[src/rtl/wslc_pkg.sv]
// ----------------------------------------------------------------------------
// wslc_pkg
// Types, codes and constants of the word/space/line chopper.
// ----------------------------------------------------------------------------
`default_nettype none

package wslc_pkg;

  localparam int LINE_COUNT_BITS_DEF = 32;
  localparam int LINE_OUT_BITS       = 32;

  // result queue
  localparam int OQ_DEPTH = 4;
  localparam int OQ_AW    = $clog2(OQ_DEPTH);

  // request actions
  localparam logic [1:0] ACT_CHAR  = 2'd0;
  localparam logic [1:0] ACT_FLUSH = 2'd1;
  localparam logic [1:0] ACT_RESET = 2'd2;

  // chop modes
  localparam logic [1:0] MODE_FMT = 2'd0;
  localparam logic [1:0] MODE_PRE = 2'd1;
  localparam logic [1:0] MODE_STR = 2'd2;

  // phase: A = in word / seen CR, B = in space / seen LF, LINE = line content
  localparam logic [1:0] PH_IDLE = 2'd0;
  localparam logic [1:0] PH_A    = 2'd1;
  localparam logic [1:0] PH_B    = 2'd2;
  localparam logic [1:0] PH_LINE = 2'd3;

  // end-of-line convention
  localparam logic [1:0] CONV_NONE = 2'd0;
  localparam logic [1:0] CONV_LF   = 2'd1;
  localparam logic [1:0] CONV_CR   = 2'd2;

  localparam logic [7:0] CH_NUL        = 8'h00;
  localparam logic [7:0] CH_TAB        = 8'h09;
  localparam logic [7:0] CH_LF         = 8'h0A;
  localparam logic [7:0] CH_CR         = 8'h0D;
  localparam logic [7:0] CH_SPACE      = 8'h20;
  localparam logic [7:0] CH_WS_LIMIT   = 8'd33;
  localparam logic [7:0] CH_DOT        = 8'h2E;
  localparam logic [7:0] CH_DEL        = 8'h7F;

  typedef enum logic [1:0] {
    KIND_CHAR     = 2'd0,
    KIND_WORD_END = 2'd1,
    KIND_SPACE    = 2'd2,
    KIND_EOL      = 2'd3
  } kind_t;

  typedef struct packed {
    logic [1:0] action;
    logic [7:0] ch;
    logic       last;
  } item_t;

  typedef struct packed {
    kind_t                    kind;
    logic [7:0]               ch;
    logic [LINE_OUT_BITS-1:0] line;
    logic                     last;
  } tok_t;

  typedef struct packed {
    logic [1:0] cnt;
    tok_t       tok0;
    tok_t       tok1;
  } res_t;

endpackage

`default_nettype wire

[src/rtl/wslc_core.sv]
// ----------------------------------------------------------------------------
// wslc_core
// Chopper state and token logic: one request in, up to two tokens out.
// ----------------------------------------------------------------------------
`default_nettype none

module wslc_core #(
  parameter int LINE_COUNT_BITS = wslc_pkg::LINE_COUNT_BITS_DEF
) (
  input  wire logic            clk,
  input  wire logic            rst_n,
  input  wire logic            adv,
  input  wire wslc_pkg::item_t item,
  input  wire logic [1:0]      mode,
  output wslc_pkg::res_t       res
);

  logic [1:0]                 phase_r, phase_nxt;
  logic [1:0]                 conv_r, conv_nxt;
  logic [LINE_COUNT_BITS-1:0] count_r, count_nxt;

  logic                is_cr, is_lf, is_eol, is_ws, same;
  logic [7:0]          tidy_ch;
  logic [1:0]          n;
  wslc_pkg::kind_t     k0, k1;
  logic [7:0]          c0, c1;
  logic                bump;

  assign is_cr   = (item.ch == wslc_pkg::CH_CR);
  assign is_lf   = (item.ch == wslc_pkg::CH_LF);
  assign is_eol  = is_cr | is_lf;
  assign is_ws   = (item.ch < wslc_pkg::CH_WS_LIMIT) || (item.ch == wslc_pkg::CH_DEL);
  assign same    = (phase_r == wslc_pkg::PH_A) ? is_cr : is_lf;
  // control bytes other than tab show as a dot in preformatted text
  assign tidy_ch = (((item.ch < wslc_pkg::CH_SPACE) && (item.ch != wslc_pkg::CH_TAB)) ||
                    (item.ch == wslc_pkg::CH_DEL)) ? wslc_pkg::CH_DOT : item.ch;

  always_comb begin
    phase_nxt = phase_r;
    conv_nxt  = conv_r;
    bump      = 1'b0;
    n         = 2'd0;
    k0        = wslc_pkg::KIND_CHAR;
    k1        = wslc_pkg::KIND_CHAR;
    c0        = wslc_pkg::CH_NUL;
    c1        = wslc_pkg::CH_NUL;
    case (item.action)
      wslc_pkg::ACT_RESET: begin
        phase_nxt = wslc_pkg::PH_IDLE;
        conv_nxt  = wslc_pkg::CONV_NONE;
      end
      wslc_pkg::ACT_FLUSH: begin
        phase_nxt = wslc_pkg::PH_IDLE;
        case (mode)
          wslc_pkg::MODE_FMT: begin
            if (phase_r == wslc_pkg::PH_A || phase_r == wslc_pkg::PH_LINE) begin
              n  = 2'd1;
              k0 = wslc_pkg::KIND_WORD_END;
            end else if (phase_r == wslc_pkg::PH_B) begin
              n  = 2'd1;
              k0 = wslc_pkg::KIND_SPACE;
            end
          end
          wslc_pkg::MODE_PRE: begin
            if (phase_r == wslc_pkg::PH_A || phase_r == wslc_pkg::PH_B) begin
              n  = 2'd1;
              k0 = wslc_pkg::KIND_EOL;
            end else if (phase_r == wslc_pkg::PH_LINE) begin
              n  = 2'd1;
              k0 = wslc_pkg::KIND_WORD_END;
            end
          end
          default: ;
        endcase
      end
      wslc_pkg::ACT_CHAR: begin
        // line counter learns the convention from the first CR or LF
        case (conv_r)
          wslc_pkg::CONV_LF: bump = is_lf;
          wslc_pkg::CONV_CR: bump = is_cr;
          default: begin
            if (is_lf) begin
              conv_nxt = wslc_pkg::CONV_LF;
              bump     = 1'b1;
            end else if (is_cr) begin
              conv_nxt = wslc_pkg::CONV_CR;
              bump     = 1'b1;
            end
          end
        endcase
        case (mode)
          wslc_pkg::MODE_FMT: begin
            // phase LINE left by preformatted mode counts as in a word
            if (phase_r == wslc_pkg::PH_IDLE) begin
              phase_nxt = is_ws ? wslc_pkg::PH_B : wslc_pkg::PH_A;
              if (!is_ws) begin
                n  = 2'd1;
                c0 = item.ch;
              end
            end else if (phase_r == wslc_pkg::PH_B) begin
              if (!is_ws) begin
                n         = 2'd2;
                k0        = wslc_pkg::KIND_SPACE;
                c1        = item.ch;
                phase_nxt = wslc_pkg::PH_A;
              end
            end else begin
              n = 2'd1;
              if (is_ws) begin
                k0        = wslc_pkg::KIND_WORD_END;
                phase_nxt = wslc_pkg::PH_B;
              end else begin
                c0        = item.ch;
                phase_nxt = wslc_pkg::PH_A;
              end
            end
          end
          wslc_pkg::MODE_PRE: begin
            if (phase_r == wslc_pkg::PH_IDLE) begin
              phase_nxt = is_cr ? wslc_pkg::PH_A :
                          (is_lf ? wslc_pkg::PH_B : wslc_pkg::PH_LINE);
              if (!is_eol) begin
                n  = 2'd1;
                c0 = tidy_ch;
              end
            end else if (phase_r == wslc_pkg::PH_LINE) begin
              n = 2'd1;
              if (is_eol) begin
                k0        = wslc_pkg::KIND_WORD_END;
                phase_nxt = is_cr ? wslc_pkg::PH_A : wslc_pkg::PH_B;
              end else begin
                c0 = tidy_ch;
              end
            end else begin
              // pending CR or LF: a different partner completes the pair
              k0 = wslc_pkg::KIND_EOL;
              if (is_eol) begin
                n = 2'd1;
                if (!same) phase_nxt = wslc_pkg::PH_IDLE;
              end else begin
                n         = 2'd2;
                c1        = tidy_ch;
                phase_nxt = wslc_pkg::PH_LINE;
              end
            end
          end
          default: begin
            if (item.ch != wslc_pkg::CH_NUL) begin
              c0 = item.ch;
              if (item.last) begin
                n  = 2'd2;
                k1 = wslc_pkg::KIND_WORD_END;
              end else begin
                n = 2'd1;
              end
            end else if (item.last) begin
              n  = 2'd1;
              k0 = wslc_pkg::KIND_WORD_END;
            end
          end
        endcase
      end
      default: ;
    endcase
  end

  // saturating line counter
  always_comb begin
    count_nxt = count_r;
    if (bump && (count_r != '1)) count_nxt = count_r + 1'b1;
  end

  always_comb begin
    res.cnt       = n;
    res.tok0.kind = k0;
    res.tok0.ch   = c0;
    res.tok0.line = wslc_pkg::LINE_OUT_BITS'(count_nxt);
    res.tok0.last = (n == 2'd1);
    res.tok1.kind = k1;
    res.tok1.ch   = c1;
    res.tok1.line = wslc_pkg::LINE_OUT_BITS'(count_nxt);
    res.tok1.last = 1'b1;
  end

  always_ff @(posedge clk) begin
    if (!rst_n) begin
      phase_r <= wslc_pkg::PH_IDLE;
      conv_r  <= wslc_pkg::CONV_NONE;
      count_r <= '0;
    end else if (adv) begin
      phase_r <= phase_nxt;
      conv_r  <= conv_nxt;
      count_r <= count_nxt;
    end
  end

endmodule

`default_nettype wire

[src/rtl/wslc_outq.sv]
// ----------------------------------------------------------------------------
// wslc_outq
// Small result queue: takes up to two tokens a cycle, hands out one.
// ----------------------------------------------------------------------------
`default_nettype none

module wslc_outq (
  input  wire logic           clk,
  input  wire logic           rst_n,
  input  wire wslc_pkg::res_t push,
  input  wire logic           pop,
  output logic                valid,
  output logic                room2,
  output wslc_pkg::tok_t      head
);

  localparam int CW = wslc_pkg::OQ_AW + 1;

  wslc_pkg::tok_t             mem_r [wslc_pkg::OQ_DEPTH];
  logic [wslc_pkg::OQ_AW-1:0] wp_r, wp_nxt, rp_r, rp_nxt;
  logic [CW-1:0]              cnt_r, cnt_nxt, cnt_left;

  assign valid    = (cnt_r != '0);
  assign head     = mem_r[rp_r];
  assign cnt_left = cnt_r - CW'(pop);
  assign room2    = (cnt_left <= CW'(wslc_pkg::OQ_DEPTH - 2));

  always_comb begin
    wp_nxt  = wp_r + wslc_pkg::OQ_AW'(push.cnt);
    rp_nxt  = rp_r + wslc_pkg::OQ_AW'(pop);
    cnt_nxt = cnt_left + CW'(push.cnt);
  end

  always_ff @(posedge clk) begin
    if (push.cnt != 2'd0) mem_r[wp_r] <= push.tok0;
    if (push.cnt == 2'd2) mem_r[wp_r + wslc_pkg::OQ_AW'(1)] <= push.tok1;
  end

  always_ff @(posedge clk) begin
    if (!rst_n) begin
      wp_r  <= '0;
      rp_r  <= '0;
      cnt_r <= '0;
    end else begin
      wp_r  <= wp_nxt;
      rp_r  <= rp_nxt;
      cnt_r <= cnt_nxt;
    end
  end

endmodule

`default_nettype wire

[src/rtl/word_space_line_chopper.sv]
// ----------------------------------------------------------------------------
// word_space_line_chopper
// Splits a byte stream into word, space and end-of-line tokens.
// ----------------------------------------------------------------------------
// Usage:
//   in_*  : one request per accepted valid/ready beat: a text byte, a flush
//           or a state reset. cfg_* : writes chop_mode, always ready; write
//           it only while the chopper is drained.
//   out_* : tokens in order; out_last_result marks the final token of a
//           request, out_line_number is the line count after that request.
// Flow: an accepted request is registered, waits while the queue lacks room
//   for two tokens, and its tokens then enter the queue shown on out_*.
// Throughput: one request per cycle while each makes at most one token and
//   out_ready stays high; a request with two tokens is handed out one token
//   at a time. Set by the single output port of the four-entry result queue.
// Reset (rst_n low, synchronous): queue empties, mode back to formatted,
//   phase, convention and line count cleared.
// Stall: when out_ready stays low the queue fills and in_ready drops once
//   fewer than two slots would be free; nothing is lost.
// ----------------------------------------------------------------------------
`default_nettype none

module word_space_line_chopper #(
  parameter int LINE_COUNT_BITS = wslc_pkg::LINE_COUNT_BITS_DEF
) (
  input  wire logic        clk,
  input  wire logic        rst_n,
  input  wire logic        in_valid,
  output logic             in_ready,
  input  wire logic [1:0]  in_action,
  input  wire logic [7:0]  in_char_in,
  input  wire logic        in_last_in_call,
  output logic             out_valid,
  input  wire logic        out_ready,
  output logic [1:0]       out_token_kind,
  output logic [7:0]       out_char_out,
  output logic [31:0]      out_line_number,
  output logic             out_last_result,
  input  wire logic        cfg_valid,
  output logic             cfg_ready,
  input  wire logic [1:0]  cfg_chop_mode
);

  wslc_pkg::item_t item_r, item_nxt;
  logic            item_v_r, item_v_nxt;
  logic [1:0]      mode_r;
  logic            adv, room2, pop, in_take;
  wslc_pkg::res_t  res, push;
  wslc_pkg::tok_t  head;

  assign cfg_ready = 1'b1;
  assign pop       = out_valid & out_ready;
  assign adv       = item_v_r & room2;
  assign in_ready  = !item_v_r || adv;
  assign in_take   = in_valid & in_ready;

  always_comb begin
    item_nxt.action = in_action;
    item_nxt.ch     = in_char_in;
    item_nxt.last   = in_last_in_call;
    item_v_nxt      = in_take ? 1'b1 : (adv ? 1'b0 : item_v_r);
    push            = res;
    if (!adv) push.cnt = 2'd0;
  end

  always_ff @(posedge clk) begin
    if (in_take) item_r <= item_nxt;
  end

  always_ff @(posedge clk) begin
    if (!rst_n) begin
      item_v_r <= 1'b0;
      mode_r   <= wslc_pkg::MODE_FMT;
    end else begin
      item_v_r <= item_v_nxt;
      if (cfg_valid) mode_r <= cfg_chop_mode;
    end
  end

  wslc_core #(
    .LINE_COUNT_BITS(LINE_COUNT_BITS)
  ) u_core (
    .clk  (clk),
    .rst_n(rst_n),
    .adv  (adv),
    .item (item_r),
    .mode (mode_r),
    .res  (res)
  );

  wslc_outq u_outq (
    .clk  (clk),
    .rst_n(rst_n),
    .push (push),
    .pop  (pop),
    .valid(out_valid),
    .room2(room2),
    .head (head)
  );

  assign out_token_kind  = head.kind;
  assign out_char_out    = head.ch;
  assign out_line_number = head.line;
  assign out_last_result = head.last;

endmodule

`default_nettype wire

[config.mk]
export PLATFORM = sky130hd
export DESIGN_NAME = word_space_line_chopper
export DESIGN_NICKNAME = d
export VERILOG_FILES = /design/src/rtl/wslc_pkg.sv /design/src/rtl/wslc_core.sv /design/src/rtl/wslc_outq.sv /design/src/rtl/word_space_line_chopper.sv
export SDC_FILE = /design/constraint.sdc
export NUM_CORES = 1
export LEC_CHECK = 0
export ABC_AREA = 1
export BUFFER_PORTS_ARGS = -buffer_cell sky130_fd_sc_hd__buf_2
export CAP_MARGIN = 5
export CORE_ASPECT_RATIO = 1.75
export CORE_MARGIN = 3
export CORE_UTILIZATION = 25
export CTS_BUF_LIST = sky130_fd_sc_hd__clkbuf_4
export CTS_CLUSTER_DIAMETER = 200
export CTS_CLUSTER_SIZE = 16
export DETAILED_ROUTE_END_ITERATION = 8
export PLACE_DENSITY = 0.38
export SYNTH_ARGS = -nofsm -noshare
export SYNTH_HDL_FRONTEND = slang
export SYNTH_SLANG_ARGS = --single-unit
export TNS_END_PERCENT = 1
[constraint.sdc]
create_clock -name clk -period 10.6 [get_ports clk]
set_clock_uncertainty 0.05 [all_clocks]
set_input_delay 0.53 -clock clk [delete_from_list [all_inputs] [get_ports clk]]
set_output_delay 0.53 -clock clk [all_outputs]
set_load 0.05 [all_outputs]
# Yosys cells after proc, flatten, opt, wreduce, memory -nomap -nowiden
# Memories as Yosys holds them, arrays and structs flattened. A register that Yosys moved wholly into a read port is not among the register bits.
# Cells that the tools add are included.
[totals]
ff_bits = 57
ramBits = 172
n_memories = 1
[mem_list]
columns = ["name", "depth", "word_bits", "read_ports", "rd_clocked_by_memory_dff", "write_ports", "line", "rtl"]
rows = [
  ["u_outq.mem_r", 4, 43, 1, 1, 2, "wslc_outq.sv:19", "wslc_pkg::tok_t mem_r [wslc_pkg::OQ_DEPTH];"],
]
[op_classes]
addsub = 6
n_lt_le_gt_ge = 3
eq_ne = 21
mux = 82
bitwise = 4
n_reduce_logical = 22
[ops]
columns = ["op", "n"]
rows = [
  ["$mux W8", 14],
  ["$mux W2", 37],
  ["$pmux W2 S2", 9],
  ["$add A32 B1 Y32 const B", 1],
  ["$mux W32", 1],
  ["$ne A32 B32 Y1 const B", 1],
  ["$pmux W8 S2", 2],
  ["$mux W1", 18],
  ["$eq A8 B4 Y1 const B", 2],
  ["$lt A8 B6 Y1 const B", 2],
  ["$eq A2 B1 Y1 const B", 5],
  ["$eq A2 B2 Y1 const B", 5],
  ["$eq A8 B7 Y1 const B", 1],
  ["$ne A8 B4 Y1 const B", 1],
  ["$reduce_bool A2 Y1", 4],
  ["$reduce_bool A8 Y1", 1],
  ["$logic_not A2 Y1", 3],
  ["$ne A3 B1 Y1 const B", 2],
  ["$ne A6 B6 Y1 const B", 1],
  ["$reduce_and A6 Y1", 1],
  ["$reduce_or A2 Y1", 3],
  ["$logic_or A1 B1 Y1", 5],
  ["$ne A5 B4 Y1 const B", 1],
  ["$ne A5 B5 Y1 const B", 1],
  ["other kinds (14)", 17],
]

# Logic depth before layout (Yosys ltp)
[depth]
ltp_word = 11
ltp_mapped = 19
mapped_depth_nobuf = 19

# By module
# From an unflattened synthesis, not the netlist that was laid out.
[unflattened]
cells_unflattened = 1712
hier_area_um2 = 13355.3
[by_module_without_submodules]
columns = ["mod", "instances", "cells_per_inst", "area_each_um2", "seq_area_each_um2"]
rows = [
  ["wslc_outq", 1, 995, 9039.9, 5305.1],
  ["wslc_core", 1, 680, 3823.7, 720.7],
  ["word_space_line_chopper", 1, 37, 491.7, 390.4],
]

# Worst setup path before layout
# No wires, ideal clock.
[synth_timing]
kind = "input -> register"
from = "in out_ready"
to = "mem u_outq.mem_r[0][10] (netlist bit) (enable)"
setup_time_ps = 399
t_arrival_ps = 3122
required_ps = 10151
path_slack_ps = 7029
stages = 13
path_cell_list = "a21boi_0 ha_1 ha_1 nor2_1 nor2_1 nand2_1 inv_2 nand2_4 nand2_2 buf_6 nand2_4 buf_6 nand2_1"
[synth_rtl]
columns = ["element", "line", "rtl"]
rows = [
  ["start, declared", "word_space_line_chopper.sv:34", "input wire logic out_ready,"],
  ["end, declared", "wslc_outq.sv:19", ""],
]

==> flow_summary.toml <==
[yosys]
synth.top_cells.by_area = "sky130_fd_sc_hd__edfxtp_1, sky130_fd_sc_hd__dfxtp_1, sky130_fd_sc_hd__nand2_1"
syn-mean-instance-area_um2 = 8.59
synth_commonest_cells = "sky130_fd_sc_hd__nand2_1, sky130_fd_sc_hd__nor2_1, sky130_fd_sc_hd__edfxtp_1"
synth_cells = 1465
synth_cell_type_count = 48
sequential_share_of_the_synthesized_area = 0.504
synth_warnings = 0
mappedNetlistNets = 1501
synth_ff_type = "sky130_fd_sc_hd__edfxtp_1"
synth.largest_area_cell = "sky130_fd_sc_hd__edfxtp_1"
async_reset_ff_frac = 0
synth_most_common_cell = "sky130_fd_sc_hd__nand2_1"
number_of_enable_flip_flop_cells_after_synthesis = 175
synth_top_cell_area_share = 0.418
syn-cell-area_mm2 = 0.0126
synth-seq-cells = 229

[clock_network]
cts_post_setup_buffers_inserted = 0
postCtsResizedCells = 0
clockBufferDepth = 3
cts-htree-levels = 1
clk_root_buffer_cell = "sky130_fd_sc_hd__clkbuf_4"
clk_pin_slew_worst_paths_ns = 0.20
clkLatencyLatePin_ns = 0.71
cts_tree = "done"
clkSinkCount = 229
numCtsBuffers = 18

[timing]
timing.final.max_slew_violations = 0
hold_slack_ns = 0.250
final-hold-violation-count = 0
worst_pin_slew_ns = 1.01
rsz0062_at_grt = "no"
fin_ws_ns = 6.13
setup_viol_count_final = 0
max_clock_freq_mhz = 224
tns_ns = 0
min_period_ns = 4.47
timing.slew.headroom = 0.323
timing.final.crit_share = 0.422

[flow_run]
cap_violations = 0

[drt]
via_count = 10074
route.detailed.drc = 0
drt_pre_antenna_iters = 5
detail-route-antenna-nets = 0
route.detailed.vias_per_inst = 4.64
post_drt_wl_per_cell_um = 20.1
drt_iter0_drc = 502
wirelength_um = 43500

[die]
site_row_count = 108
pin_count = 64
die_h_um = 303
floorplan.initialDensity = 0.253
die_w_um = 176
core_mm2 = 0.0497
die-area_mm2 = 0.0531

[power]
static_power_due_to_leakage_uw = 0.00497
ir_worst_vdd_v = 0.000118
powerDensity_mw_per_mm2 = 185

[global_routing]
grt_antenna_before_repair = 1
grt_start_max_net_pins = 88
grt.total_usage = 0.162
first_global_vias = 10088
grt_first_pass_wirelength_um = 64900
overflow = 0

[place]
post_dp_hpwl_um = 30400
gp_routability_congestion = 0.824
place.port_buffers = 62
placement.setup.worst_slack_ns = 6.02

[hold_path]
class_of_the_most_critical_hold_timing_path = "in -> reg"
worst_hold_path_cell_count = 3
timing.hold.worst.start = "rst_n"
whs_endpoint = "u_outq.cnt_r[0]"

[worst_setup_path]
cp.arrival_ns = 4.84
critical_path_required_ns = 10.96
cp-end-kind = "register"
reg2reg_to = "u_outq.mem_r[1][33]"
r2r_cells = 10
path_class = "reg -> reg"
timing.critical_path.fanout_max = 34
reg2reg_slack_ns = 6.13
worst_setup_path_start_kind = "register"
r2r-start = "item_r[9]"

[final_layout]
synthesis_to_layout_area_growth_pct = 9.83
finish.net_count = 1534
drive_gt1_frac = 0.146
fillers = 5466

[run_status]
outcome = "finished, final reports clean"
-- routing by layer --
| layer | share of wire | vias up | track usage |
|---|---|---|---|
| li1 | - | 4990 | - |
| met1 | 0.36 | 4871 | 0.165 |
| met2 | 0.57 | 153 | 0.330 |
| met3 | 0.023 | 60 | 0.0143 |
| met4 | 0.043 | 0 | 0.0677 |
| met5 | 0 | - | 0 |
-- critical path, cell delays in order, from the launching register on --
cell and delay (ns):
sky130_fd_sc_hd__edfxtp_1 0.54, sky130_fd_sc_hd__nor2_4 0.37, sky130_fd_sc_hd__inv_1 0.26, sky130_fd_sc_hd__nor2_2 0.29, sky130_fd_sc_hd__nand2_1 0.21, sky130_fd_sc_hd__nand2_2 0.15
sky130_fd_sc_hd__nand2_4 0.11, sky130_fd_sc_hd__nand2_2 0.51, sky130_fd_sc_hd__nand2_4 0.51, sky130_fd_sc_hd__nand2_2 0.65, sky130_fd_sc_hd__buf_4 0.46
-- state kept, by name, summed over array words and instances, names as in the netlist --
signal,cells
u_outq.mem_r,172
u_core.count_r,32
item_r,11
u_outq.cnt_r,3
mode_r,2
u_core.conv_r,2
u_core.phase_r,2
u_outq.rp_r,2
u_outq.wp_r,2
item_v_r,1
-- what timing repair did --
item	in CTS	in global routing
hold endpoints to repair	14	0
hold buffers	17	0
setup endpoints to repair	0	0
-- layout by cell type (no fill, tap or decap), drive strengths merged, types with 3 or more instances in the layout --
cell type / synthesis / final
inv: 175 / 175
nor2: 192 / 192
dlygate4sd3: 0 / 17
nand4: 11 / 11
a21oi: 140 / 140
dfxtp: 54 / 54
o22ai: 47 / 47
nor3: 21 / 21
o21a: 3 / 3
o21ai: 174 / 174
a21boi: 4 / 4
ha: 17 / 17
edfxtp: 175 / 175
xor2: 32 / 32
clkbuf: 41 / 29
buf: 37 / 74
nand3: 55 / 55
nand2: 267 / 267
-- report_power, final --
part           internal (uW)  total, uW  leakage (uW)  switching (uW)
Clock                    150        464      0.000154             313
Sequential              1020       1070       0.00193            52.4
Combinational            217       1020       0.00288             806
Total                   1390       2560       0.00497            1170
-- worst max path at each step --
| stage | cells after the start | endpoint | from |
|---|---|---|---|
| 2_1_floorplan | 13 | u_outq.mem_r[0][10] | out_ready |
| 3_3_place_gp | 13 | u_outq.mem_r[1][36] | out_ready |
| 3_5_place_dp | 13 | u_outq.mem_r[1][36] | out_ready |
| 4_1_cts | 10 | u_outq.mem_r[0][6] | item_r[9] |
| 5_1_grt | 12 | u_outq.mem_r[1][37] | item_r[9] |
| 6_report | 10 | u_outq.mem_r[1][33] | item_r[9] |
-- per-stage QoR --
step                      instances  cell area [um2]  total power [uW]  utilization
after floorplan                1465            12600              1800            -
after global placement         2121            13400              2140        0.269
after detailed placement       2121            13400              2140        0.269
after CTS                      2169            13800              2620        0.278
after global routing           2171            13800              2710        0.278
final                          2171            13800              2560        0.278
-- final cells by class --
type,count,area (um2),share of cell area
Multi-Input combinational cell,982,5150,0.373
Clock buffer,29,218,0.0158
Clock inverter,2,46.3,0.00335
Inverter,176,663,0.0480
Timing Repair Buffer,91,571,0.0413
Tap cell,660,826,0.0598
Antenna cell,2,5.00,0.000362
Sequential cell,229,6340,0.459
-- cell families after synthesis --
| family | Yosys count | synth area share |
|---|---|---|
| and+or+nand+nor | 550 | 0.189 |
| AOI/OAI and AO/OA | 379 | 0.176 |
| buffers and inverters | 254 | 0.0877 |
| DFF | 229 | 0.504 |
| xor gates and xnor gates | 34 | 0.0243 |
| adders and majority gates | 18 | 0.0185 |
| other | 1 | 0.000298 |
No activity file was read; power rests on OpenSTA's default activity.
